==> src/rtl/core/evk_pkg.sv <==
`timescale 1ns / 1ps
`default_nettype none

package evk_pkg;

  localparam int DEN_W   = 88;
  localparam int CDEN_W  = 80;
  localparam int CFG_IDX_W  = 3;
  localparam int CFG_DATA_W = 24;

  localparam logic [23:0] RPM_K   = 24'd15000000;
  localparam logic [19:0] SPEED_K = 20'd1000000;
  localparam logic [24:0] ONE24   = 25'h1000000;

  localparam logic [CFG_IDX_W-1:0] CFG_CPR    = 3'd0;
  localparam logic [CFG_IDX_W-1:0] CFG_CIRC   = 3'd1;
  localparam logic [CFG_IDX_W-1:0] CFG_QNOISE = 3'd2;
  localparam logic [CFG_IDX_W-1:0] CFG_RNOISE = 3'd3;
  localparam logic [CFG_IDX_W-1:0] CFG_PRESET = 3'd4;

  localparam logic [15:0] CPR_RST    = 16'd8192;
  localparam logic [23:0] CIRC_RST   = 24'd5149257;
  localparam logic [23:0] QNOISE_RST = 24'd1678;
  localparam logic [23:0] RNOISE_RST = 24'd3355443;
  localparam logic [15:0] PRESET_RST = 16'd600;

  typedef enum logic [4:0] {
    OP_NONE,
    OP_LOAD,
    OP_DIV_TURN,
    OP_TURN_FIN,
    OP_PRESET,
    OP_MUL_RPM,
    OP_MUL_DEN_LO,
    OP_MUL_DEN_HI,
    OP_DIV_RPM,
    OP_RPM_FIN,
    OP_MUL_MC,
    OP_DIV_STEP,
    OP_POS_UPD,
    OP_MUL_SN_LO,
    OP_MUL_SN_HI,
    OP_DIV_SPEED,
    OP_SPEED_FIN,
    OP_KAL_PREP,
    OP_DIV_GAIN,
    OP_GAIN_FIN,
    OP_MUL_VAR,
    OP_MUL_EST_LO,
    OP_MUL_EST_HI,
    OP_EST_FIN,
    OP_OUT
  } dp_op_t;

  typedef struct packed {
    dp_op_t op;
  } ctrl_cmd_t;

  typedef struct packed {
    logic div_busy;
    logic preset;
    logic out_free;
  } dp_status_t;

endpackage

`default_nettype wire

==> src/rtl/core/evk_ctrl.sv <==
`timescale 1ns / 1ps
`default_nettype none

module evk_ctrl (
  input  logic                clk,
  input  logic                rst_n,
  input  logic                in_valid,
  output logic                in_ready,
  input  evk_pkg::dp_status_t status,
  output evk_pkg::ctrl_cmd_t  cmd
);

  typedef enum logic [28:0] {
    ST_IDLE     = 29'd1 << 0,
    ST_TURN     = 29'd1 << 1,
    ST_TURN_W   = 29'd1 << 2,
    ST_TURN_FIN = 29'd1 << 3,
    ST_PRESET   = 29'd1 << 4,
    ST_MUL_RPM  = 29'd1 << 5,
    ST_DEN_LO   = 29'd1 << 6,
    ST_DEN_HI   = 29'd1 << 7,
    ST_RPM      = 29'd1 << 8,
    ST_RPM_W    = 29'd1 << 9,
    ST_RPM_FIN  = 29'd1 << 10,
    ST_MC       = 29'd1 << 11,
    ST_STEP     = 29'd1 << 12,
    ST_STEP_W   = 29'd1 << 13,
    ST_POS      = 29'd1 << 14,
    ST_SN_LO    = 29'd1 << 15,
    ST_SN_HI    = 29'd1 << 16,
    ST_SPD      = 29'd1 << 17,
    ST_SPD_W    = 29'd1 << 18,
    ST_SPD_FIN  = 29'd1 << 19,
    ST_KPREP    = 29'd1 << 20,
    ST_GAIN     = 29'd1 << 21,
    ST_GAIN_W   = 29'd1 << 22,
    ST_GAIN_FIN = 29'd1 << 23,
    ST_VAR      = 29'd1 << 24,
    ST_EST_LO   = 29'd1 << 25,
    ST_EST_HI   = 29'd1 << 26,
    ST_EST_FIN  = 29'd1 << 27,
    ST_OUT      = 29'd1 << 28
  } state_t;

  state_t state_r, state_nxt;

  always_ff @(posedge clk) begin
    if (!rst_n) begin
      state_r <= ST_IDLE;
    end else begin
      state_r <= state_nxt;
    end
  end

  always_comb begin
    state_nxt = state_r;
    cmd.op    = evk_pkg::OP_NONE;
    in_ready  = 1'b0;
    case (state_r)
      ST_IDLE: begin
        in_ready = 1'b1;
        if (in_valid) begin
          cmd.op    = evk_pkg::OP_LOAD;
          state_nxt = ST_TURN;
        end
      end
      ST_TURN: begin
        cmd.op    = evk_pkg::OP_DIV_TURN;
        state_nxt = ST_TURN_W;
      end
      ST_TURN_W: if (!status.div_busy) state_nxt = ST_TURN_FIN;
      ST_TURN_FIN: begin
        cmd.op    = evk_pkg::OP_TURN_FIN;
        state_nxt = status.preset ? ST_PRESET : ST_MUL_RPM;
      end
      ST_PRESET: begin
        cmd.op    = evk_pkg::OP_PRESET;
        state_nxt = ST_OUT;
      end
      ST_MUL_RPM: begin
        cmd.op    = evk_pkg::OP_MUL_RPM;
        state_nxt = ST_DEN_LO;
      end
      ST_DEN_LO: begin
        cmd.op    = evk_pkg::OP_MUL_DEN_LO;
        state_nxt = ST_DEN_HI;
      end
      ST_DEN_HI: begin
        cmd.op    = evk_pkg::OP_MUL_DEN_HI;
        state_nxt = ST_RPM;
      end
      ST_RPM: begin
        cmd.op    = evk_pkg::OP_DIV_RPM;
        state_nxt = ST_RPM_W;
      end
      ST_RPM_W: if (!status.div_busy) state_nxt = ST_RPM_FIN;
      ST_RPM_FIN: begin
        cmd.op    = evk_pkg::OP_RPM_FIN;
        state_nxt = ST_MC;
      end
      ST_MC: begin
        cmd.op    = evk_pkg::OP_MUL_MC;
        state_nxt = ST_STEP;
      end
      ST_STEP: begin
        cmd.op    = evk_pkg::OP_DIV_STEP;
        state_nxt = ST_STEP_W;
      end
      ST_STEP_W: if (!status.div_busy) state_nxt = ST_POS;
      ST_POS: begin
        cmd.op    = evk_pkg::OP_POS_UPD;
        state_nxt = ST_SN_LO;
      end
      ST_SN_LO: begin
        cmd.op    = evk_pkg::OP_MUL_SN_LO;
        state_nxt = ST_SN_HI;
      end
      ST_SN_HI: begin
        cmd.op    = evk_pkg::OP_MUL_SN_HI;
        state_nxt = ST_SPD;
      end
      ST_SPD: begin
        cmd.op    = evk_pkg::OP_DIV_SPEED;
        state_nxt = ST_SPD_W;
      end
      ST_SPD_W: if (!status.div_busy) state_nxt = ST_SPD_FIN;
      ST_SPD_FIN: begin
        cmd.op    = evk_pkg::OP_SPEED_FIN;
        state_nxt = ST_KPREP;
      end
      ST_KPREP: begin
        cmd.op    = evk_pkg::OP_KAL_PREP;
        state_nxt = ST_GAIN;
      end
      ST_GAIN: begin
        cmd.op    = evk_pkg::OP_DIV_GAIN;
        state_nxt = ST_GAIN_W;
      end
      ST_GAIN_W: if (!status.div_busy) state_nxt = ST_GAIN_FIN;
      ST_GAIN_FIN: begin
        cmd.op    = evk_pkg::OP_GAIN_FIN;
        state_nxt = ST_VAR;
      end
      ST_VAR: begin
        cmd.op    = evk_pkg::OP_MUL_VAR;
        state_nxt = ST_EST_LO;
      end
      ST_EST_LO: begin
        cmd.op    = evk_pkg::OP_MUL_EST_LO;
        state_nxt = ST_EST_HI;
      end
      ST_EST_HI: begin
        cmd.op    = evk_pkg::OP_MUL_EST_HI;
        state_nxt = ST_EST_FIN;
      end
      ST_EST_FIN: begin
        cmd.op    = evk_pkg::OP_EST_FIN;
        state_nxt = ST_OUT;
      end
      ST_OUT: begin
        if (status.out_free) begin
          cmd.op    = evk_pkg::OP_OUT;
          state_nxt = ST_IDLE;
        end
      end
      default: state_nxt = ST_IDLE;
    endcase
  end

endmodule

`default_nettype wire

==> config.mk <==
export PLATFORM = sky130hd
export DESIGN_NAME = evk_ctrl
export DESIGN_NICKNAME = d
export VERILOG_FILES = /design/src/rtl/core/evk_pkg.sv /design/src/rtl/core/evk_ctrl.sv
export SDC_FILE = /design/constraint.sdc
export NUM_CORES = 1
export LEC_CHECK = 0
export BUFFER_PORTS_ARGS = -buffer_cell sky130_fd_sc_hd__buf_2
export CORE_ASPECT_RATIO = 0.8
export CORE_MARGIN = 1.5
export CORE_UTILIZATION = 65
export CTS_CLUSTER_SIZE = 12
export DETAILED_ROUTE_END_ITERATION = 10
export PLACE_DENSITY_LB_ADDON = 0.25
export SLEW_MARGIN = 20
export SYNTH_ARGS = -nofsm -noshare
export SYNTH_HDL_FRONTEND = slang
export SYNTH_SLANG_ARGS = --single-unit
==> constraint.sdc <==
create_clock -name clk -period 4.1 [get_ports clk]
set_input_delay 0.615 -clock clk [delete_from_list [all_inputs] [get_ports clk]]
set_output_delay 0.615 -clock clk [all_outputs]
set_load 0.01 [all_outputs]
==> flow_summary_export.csv, run 1 <==
group,metric,value,unit
clock_network,cts_hold_buf,0,
synthesis,ys_seq_area_frac,0.278,
final_layout,insertedDiodeCount,0,
global_routing,grt_max_degree,23,
clock_network,clock_path_buffers,2,
global_routing,grt-ovfl-total,0,
final_layout,fillCellCount,242,
timing,final_max_slew_viol_count,0,
routing,drt_pass1_iterations,5,
worst_setup_path,rr_endpoint,"state_r[2]$_SDFFE_PN0P_",
die,fp.dieH,53.7,um
synthesis,synth_cell_types,57,
synthesis,synth_common_cells,"dfxtp_1, nor2_1, nand3_1",
die,start_util,0.681,
clock_network,ctsResizeCount,0,
routing,first_iter_violations,226,
final_layout,reg.largest.list,"state_r (29)",
clock_network,cts.sinks,29,
final_layout,drive_above_1_share,0.209,
synthesis,yosysWarnings,0,
timing,setup_tns,0,ps
timing,tightestPinTransition,960,ps
clock_network,clock-root-buffer,"clkbuf_8",
power_and_ir_drop,vdd_ir_drop_max,0.000364,V
power_and_ir_drop,comb_power_share,0.216,
power_and_ir_drop,netSwitchingFraction,0.293,
worst_setup_path,worstPathMaxFanout,7,
routing,drt-total-wl,5.63,mm
die,dieArea,0.00356,mm2
placed_design,place_inst,276,
synthesis,yosysMostFrequentCell,"dfxtp_1",
worst_setup_path,r2r_start,"state_r[27]$_SDFFE_PN0P_",
final_layout,fin_cells,284,
final_layout,multiInputGateArea,0.00136,mm2
timing,setup_violations,0,
flow_run,cap_violations,0,
final_layout,seq_area,581,um2
power_and_ir_drop,p_switching,0.241,mW
timing,rsz0062_at_grt,"false",
worst_setup_path,rrSetupSlack,1120,ps
clock_network,clock_latency,280,ps
worst_setup_path,critical_path_class,"reg -> out",
timing,period_minus_slack,3420,ps
routing,via_count,2047,
clock_network,numCtsBuffers,5,
clock_network,cts_tree,"built",
synthesis,synth_area,0.00209,mm2
worst_setup_path,critPathCaptureType,"output port",
routing,antenna_left,0,
power_and_ir_drop,clockPowerShare,0.429,
worst_setup_path,reg2reg_depth,6,
global_routing,grt_pass1_vias,1781,
clock_network,cts.clk_slew.worst_paths,70,ps
die,core,0.00306,mm2
worst_setup_path,worst-endpoint-required,3480,ps
power_and_ir_drop,powerDensity,369,mW/mm2
placed_design,dp_hpwl,3.96,mm
die,die_w,66.4,um
global_routing,grt_pass1_wl,9.03,mm
placed_design,io_buffers,11,
clock_network,htree_levels,2,
timing,slew_headroom,0.359,
synthesis,async_flop_share,0,
die,rows,18,
power_and_ir_drop,internal_power,0.581,mW
placed_design,gp_congestion,1.04,
global_routing,antenna_found_initial,0,
status,outcome,"completed",
synthesis,synth_edf_count,0,
timing,fin_skew,4.62,ps
synthesis,netlist.top_cell.by_area,"dfxtp_1",
timing,max_freq,292,MHz
power_and_ir_drop,seqPwrFrac,0.355,
synthesis,ys_seq_elements,29,
final_layout,area_delta_synth_final,6.65,%
timing,hold_violations,0,
timing,fin_crit_sh,0.834,
final_layout,largest_register,"state_r",
routing,post_drt_wl_per_cell,19.8,um
worst_setup_path,critical_path.startpoint_type,"flop",
final_layout,final_nets,249,
clock_network,post-cts-setup-buffer-count,0,
worst_setup_path,crit_end,"cmd[1]",
final_layout,largest_register_ffs,29,
synthesis,synth_top_area_share,0.278,
worst_setup_path,startpoint,"state_r[21]$_SDFFE_PN0P_",
routing,drc,0,
power_and_ir_drop,power,0.822,mW
synthesis,synth_flop_cell,"dfxtp_1",
global_routing,grt_usage,0.347,
synthesis,syn-num-nets,243,
hold_path,hp-class,"in -> reg",
die,pin_count,12,
power_and_ir_drop,power_leakage,0.849,nW
synthesis,synthCells,237,
worst_setup_path,crit_arrival,2800,ps
synthesis,synth.avg_cell_area,8.81,um2
synthesis,synth.area.top_cells,"dfxtp_1, a211oi_2, nor4_4, nand3_1, nor3_1",
routing,drt-vias-per-instance,7.21,
-- how the worst min path moves through the flow --
stage | cells past startpoint | to | start | slack [ps]
2_1_floorplan | 2 | state_r[2]$_SDFFE_PN0P_ | state_r[2]$_SDFFE_PN0P_ | 500
4_1_cts | 2 | state_r[5]$_SDFFE_PN0P_ | status[1] | 500
3_5_place_dp | 2 | state_r[8]$_SDFFE_PN0P_ | state_r[7]$_SDFFE_PN0P_ | 580
6_report | 2 | state_r[5]$_SDFFE_PN0P_ | status[1] | 510
3_3_place_gp | 2 | state_r[2]$_SDFFE_PN0P_ | state_r[2]$_SDFFE_PN0P_ | 540
5_1_grt | 2 | state_r[5]$_SDFFE_PN0P_ | status[1] | 490
-- cell type report --
class / instances / share of cell area
multi-input combinational: 186 / 0.612
tap: 40 / 0.0225
inverter: 8 / 0.0135
clock buffer: 5 / 0.0309
timing repair buffer: 13 / 0.0315
clock inverter: 3 / 0.0292
sequential: 29 / 0.261
-- layer usage --
layer | part of all wire | routed length [um] | global-route usage | vias up
li1 | - | - | - | 942
met1 | 0.43 | 2390 | 0.477 | 948
met2 | 0.45 | 2510 | 0.523 | 141
met3 | 0.11 | 606 | 0.103 | 16
met4 | 0.021 | 116 | 0.119 | 0
met5 | 0 | 0 | 0 | -
-- logic make-up after synthesis --
logic type | count (synthesis) | synth area share
simple gates | 135 | 0.423
buf+inv | 22 | 0.0695
flops | 29 | 0.278
xor+xnor | 7 | 0.0294
compound gates | 44 | 0.200
-- critical path, cell delays in order (launching register included) --
cell       delay, ps
dfxtp_1          400
nor4_4           540
nand3_1          300
a2111oi_1        630
a21oi_1          190
and3_1           240
nand4_1           90
buf_2            130
-- layout by cell type, fill, tap and decap left out, types with 3 or more instances in the layout --
cell       netlist  routed
a2111oi_2        4       4
a211oi_2         9       9
a21oi_1          3       3
a221oi_1         4       4
and3_1           3       3
and4b_1          3       3
buf_2            1      11
clkbuf_8         0       5
dfxtp_1         29      29
inv_1            8       8
nand2_1         14      14
nand2b_1         4       4
nand3_1         16      16
nand3b_1         9       9
nand4_1          9       9
nor2_1          18      18
nor3_1          14      14
nor4_1          10      10
nor4_4           5       5
nor4b_1          3       3
o21ai_0          8       8
or3_1            7       7
or4_1            3       3
xnor2_1          3       3
xor2_1           4       4
-- metrics by stage --
step	hold WS, ps	setup WS [ps]	instance area, um2	util
after floorplan	498	1510	2090	-
after global routing	494	445	2230	0.727
final	508	681	2230	0.727
after detailed placement	579	1100	2090	0.683
after global placement	540	1060	2090	0.683
after CTS	501	734	2230	0.727
-- power by group through the flow --
stage                     sequential [mW]  combinational (mW)  clock (mW)
final                               0.292               0.177       0.353
after global routing                0.293               0.193       0.368
after CTS                           0.292               0.174       0.352
after detailed placement            0.298               0.173           0
after global placement              0.297               0.172           0
after floorplan                     0.297               0.149           0
(Power assumes the default switching activity.)
==> run 2: changes to the inputs <==
--- a/config.mk
+++ b/config.mk
@@ -5,10 +5,11 @@
 export SDC_FILE = /design/constraint.sdc
 export NUM_CORES = 1
 export LEC_CHECK = 0
+export ABC_AREA = 1
 export BUFFER_PORTS_ARGS = -buffer_cell sky130_fd_sc_hd__buf_2
 export CORE_ASPECT_RATIO = 0.8
 export CORE_MARGIN = 1.5
-export CORE_UTILIZATION = 65
+export CORE_UTILIZATION = 60
 export CTS_CLUSTER_SIZE = 12
 export DETAILED_ROUTE_END_ITERATION = 10
 export PLACE_DENSITY_LB_ADDON = 0.25
==> constraint.sdc (replaced) <==
create_clock -name clk -period 3.2 [get_ports clk]
set_input_delay 0.48 -clock clk [delete_from_list [all_inputs] [get_ports clk]]
set_output_delay 0.48 -clock clk [all_outputs]
set_load 0.01 [all_outputs]
==> run 2 against run 1 <==
Largest power group is now combinational logic. Setup slack got worse by 13 ps. Synthesized area fell by 4.1%. Sequential cell count did not move. Wire length fell by 15%. Via count fell by 2.5%. Synthesized cell count rose by 38%.
==> flow_summary_export.csv, run 2 <==
group,metric,value,unit
synthesis,synth_flop_cell,"dfxtp_1",
synthesis,yosysWarnings,0,
final_layout,area_delta_synth_final,8.51,%
placed_design,dp_hpwl,3.80,mm
power_and_ir_drop,power_leakage,1.08,nW
worst_setup_path,critical_path.startpoint_type,"flop",
clock_network,numCtsBuffers,5,
worst_setup_path,crit_end,"cmd[2]",
worst_setup_path,reg2reg_depth,11,
worst_setup_path,critPathSlowestCell,"dfxtp_1",
routing,drt-total-wl,4.78,mm
final_layout,largest_register_ffs,29,
global_routing,grt_pass1_wl,7.59,mm
routing,drt-vias-per-instance,5.22,
timing,rsz0062_at_grt,"false",
timing,period_minus_slack,2530,ps
timing,timing.hold.ws,361,ps
timing,layout_setup_ws,668,ps
global_routing,grt_usage,0.286,
placed_design,dp_slack,915,ps
synthesis,synth_edf_count,0,
power_and_ir_drop,seqPwrFrac,0.251,
global_routing,grt_pass1_vias,1673,
worst_setup_path,critical_path_class,"reg -> out",
status,outcome,"completed",
timing,setup_tns,0,ps
final_layout,final_common_cell,"nor2_1",
synthesis,syn-num-nets,333,
worst_setup_path,path_common_cell,"nand2_1",
synthesis,synth.area.top_cells,"dfxtp_1, nor2_1, nand2_1, inv_1, nor2_2",
clock_network,ctsResizeCount,0,
routing,antenna_left,0,
die,core,0.00313,mm2
synthesis,synth.avg_cell_area,6.12,um2
timing,final_max_slew_viol_count,0,
placed_design,gp_congestion,0.983,
final_layout,post-route-util,0.693,
synthesis,netlist.top_cell.by_area,"dfxtp_1",
synthesis,synth_common_cells,"nor2_1, nand2_1, inv_1",
final_layout,insertedDiodeCount,0,
power_and_ir_drop,internal_power,0.847,mW
synthesis,synth_area,0.00200,mm2
final_layout,final_nets,347,
hold_path,hp-class,"in -> reg",
placed_design,io_buffers,11,
clock_network,post-cts-setup-buffer-count,0,
worst_setup_path,crit_family,"simple AND/OR/NAND/NOR gates",
clock_network,htree_levels,2,
timing,slew_headroom,0.642,
die,rows,18,
global_routing,antenna_found_initial,0,
synthesis,ys_seq_area_frac,0.290,
worst_setup_path,worst_path_largest_cell_delay,320,ps
worst_setup_path,worst-endpoint-required,2720,ps
routing,via_count,1995,
worst_setup_path,crit_arrival,2050,ps
flow_run,cap_violations,0,
final_layout,fin_cells,382,
placed_design,place_inst,374,
power_and_ir_drop,p_switching,0.869,mW
routing,first_iter_violations,130,
timing,hold_violations,0,
final_layout,drive_above_1_share,0.187,
global_routing,grt_max_degree,20,
routing,drt_pass1_iterations,5,
clock_network,clock-root-buffer,"clkbuf_8",
power_and_ir_drop,vdd_ir_drop_max,0.000709,V
worst_setup_path,rrSetupSlack,860,ps
die,fp.dieH,54.7,um
timing,max_freq,395,MHz
worst_setup_path,cp.depth,10,
worst_setup_path,worstPathMaxFanout,8,
synthesis,synthCells,327,
routing,drc,0,
worst_setup_path,path_buf_inv,2,
power_and_ir_drop,comb_power_share,0.555,
clock_network,cts_tree,"built",
synthesis,synth_cell_types,27,
global_routing,grt-ovfl-total,0,
clock_network,cts.sinks,29,
worst_setup_path,crit_chain,"nor2_1 -> nand2_1 -> nor2_4 -> nand3_2 -> clkinv_2 -> nand2_1 -> o21ai_0 -> a21oi_1 -> nand4_1 -> buf_2",
clock_network,clock_latency,290,ps
timing,setup_violations,0,
power_and_ir_drop,netSwitchingFraction,0.506,
routing,post_drt_wl_per_cell,12.5,um
timing,fin_skew,3.61,ps
timing,tightestPinTransition,537,ps
final_layout,largest_register,"state_r",
clock_network,cts.clk_slew.worst_paths,60,ps
power_and_ir_drop,powerDensity,791,mW/mm2
worst_setup_path,critPathCaptureType,"output port",
power_and_ir_drop,power,1.72,mW
clock_network,cts_hold_buf,0,
die,dieArea,0.00369,mm2
final_layout,reg.largest.list,"state_r (29)",
power_and_ir_drop,clockPowerShare,0.194,
die,die_w,67.6,um
worst_setup_path,startpoint,"state_r[2]$_SDFFE_PN0P_",
synthesis,ys_seq_elements,29,
worst_setup_path,r2r_start,"state_r[22]$_SDFFE_PN0P_",
worst_setup_path,rr_endpoint,"state_r[6]$_SDFFE_PN0P_",
die,pin_count,12,
clock_network,clock_path_buffers,2,
synthesis,synth_top_area_share,0.290,
die,start_util,0.639,
placed_design,placed_area,0.00207,mm2
final_layout,finalInstanceArea,0.00217,mm2
synthesis,yosysMostFrequentCell,"nor2_1",
timing,fin_crit_sh,0.791,
synthesis,async_flop_share,0,
final_layout,final_cell_mix,"nor2_1, nand2_1, inv_1",
-- run 2: layout make-up --
class	count	area, um2
clock inverters	1	5.00
clock buffers	7	96.3
flip-flops and latches	29	581
repair buffers	11	55.1
multi-input cells	245	1200
fillers	299	960
well taps	40	50.0
inverters	49	185
-- run 2: power by group through the flow --
stage,clock [mW],combinational (mW),sequential [mW]
after global routing,0.354,1.06,0.434
final,0.333,0.954,0.431
after detailed placement,0,0.938,0.438
after CTS,0.338,0.943,0.430
after floorplan,0,0.806,0.431
after global placement,0,0.913,0.436
-- run 2: cell families (layout without fill, tap and decap cells) --
kind of cell | count (synthesis) | after routing | share of synthesized area
AND/OR/NAND/NOR | 230 | 230 | 0.553
buffers and inverters | 53 | 68 | 0.111
flip-flops | 29 | 29 | 0.290
AO/OA/AOI/OAI | 15 | 15 | 0.0457
-- run 2: how the worst min path moves through the flow --
| stage | slack (ps) | to | cells past startpoint | startpoint |
|---|---|---|---|---|
| floorplan | 550 | state_r[26]$_SDFFE_PN0P_ | 3 | state_r[24]$_SDFFE_PN0P_ |
| global placement | 590 | state_r[9]$_SDFFE_PN0P_ | 4 | state_r[9]$_SDFFE_PN0P_ |
| detailed placement | 590 | state_r[9]$_SDFFE_PN0P_ | 4 | state_r[9]$_SDFFE_PN0P_ |
| CTS | 360 | state_r[5]$_SDFFE_PN0P_ | 2 | status[1] |
| global route | 350 | state_r[5]$_SDFFE_PN0P_ | 2 | status[1] |
| finish | 360 | state_r[5]$_SDFFE_PN0P_ | 2 | status[1] |
-- run 2: routing by layer --
metal | track usage | part of all wire
met3 | 0.0947 | 0.094
met2 | 0.420 | 0.43
met1 | 0.405 | 0.47
met4 | 0.0612 | 0.011
met5 | 0 | 0
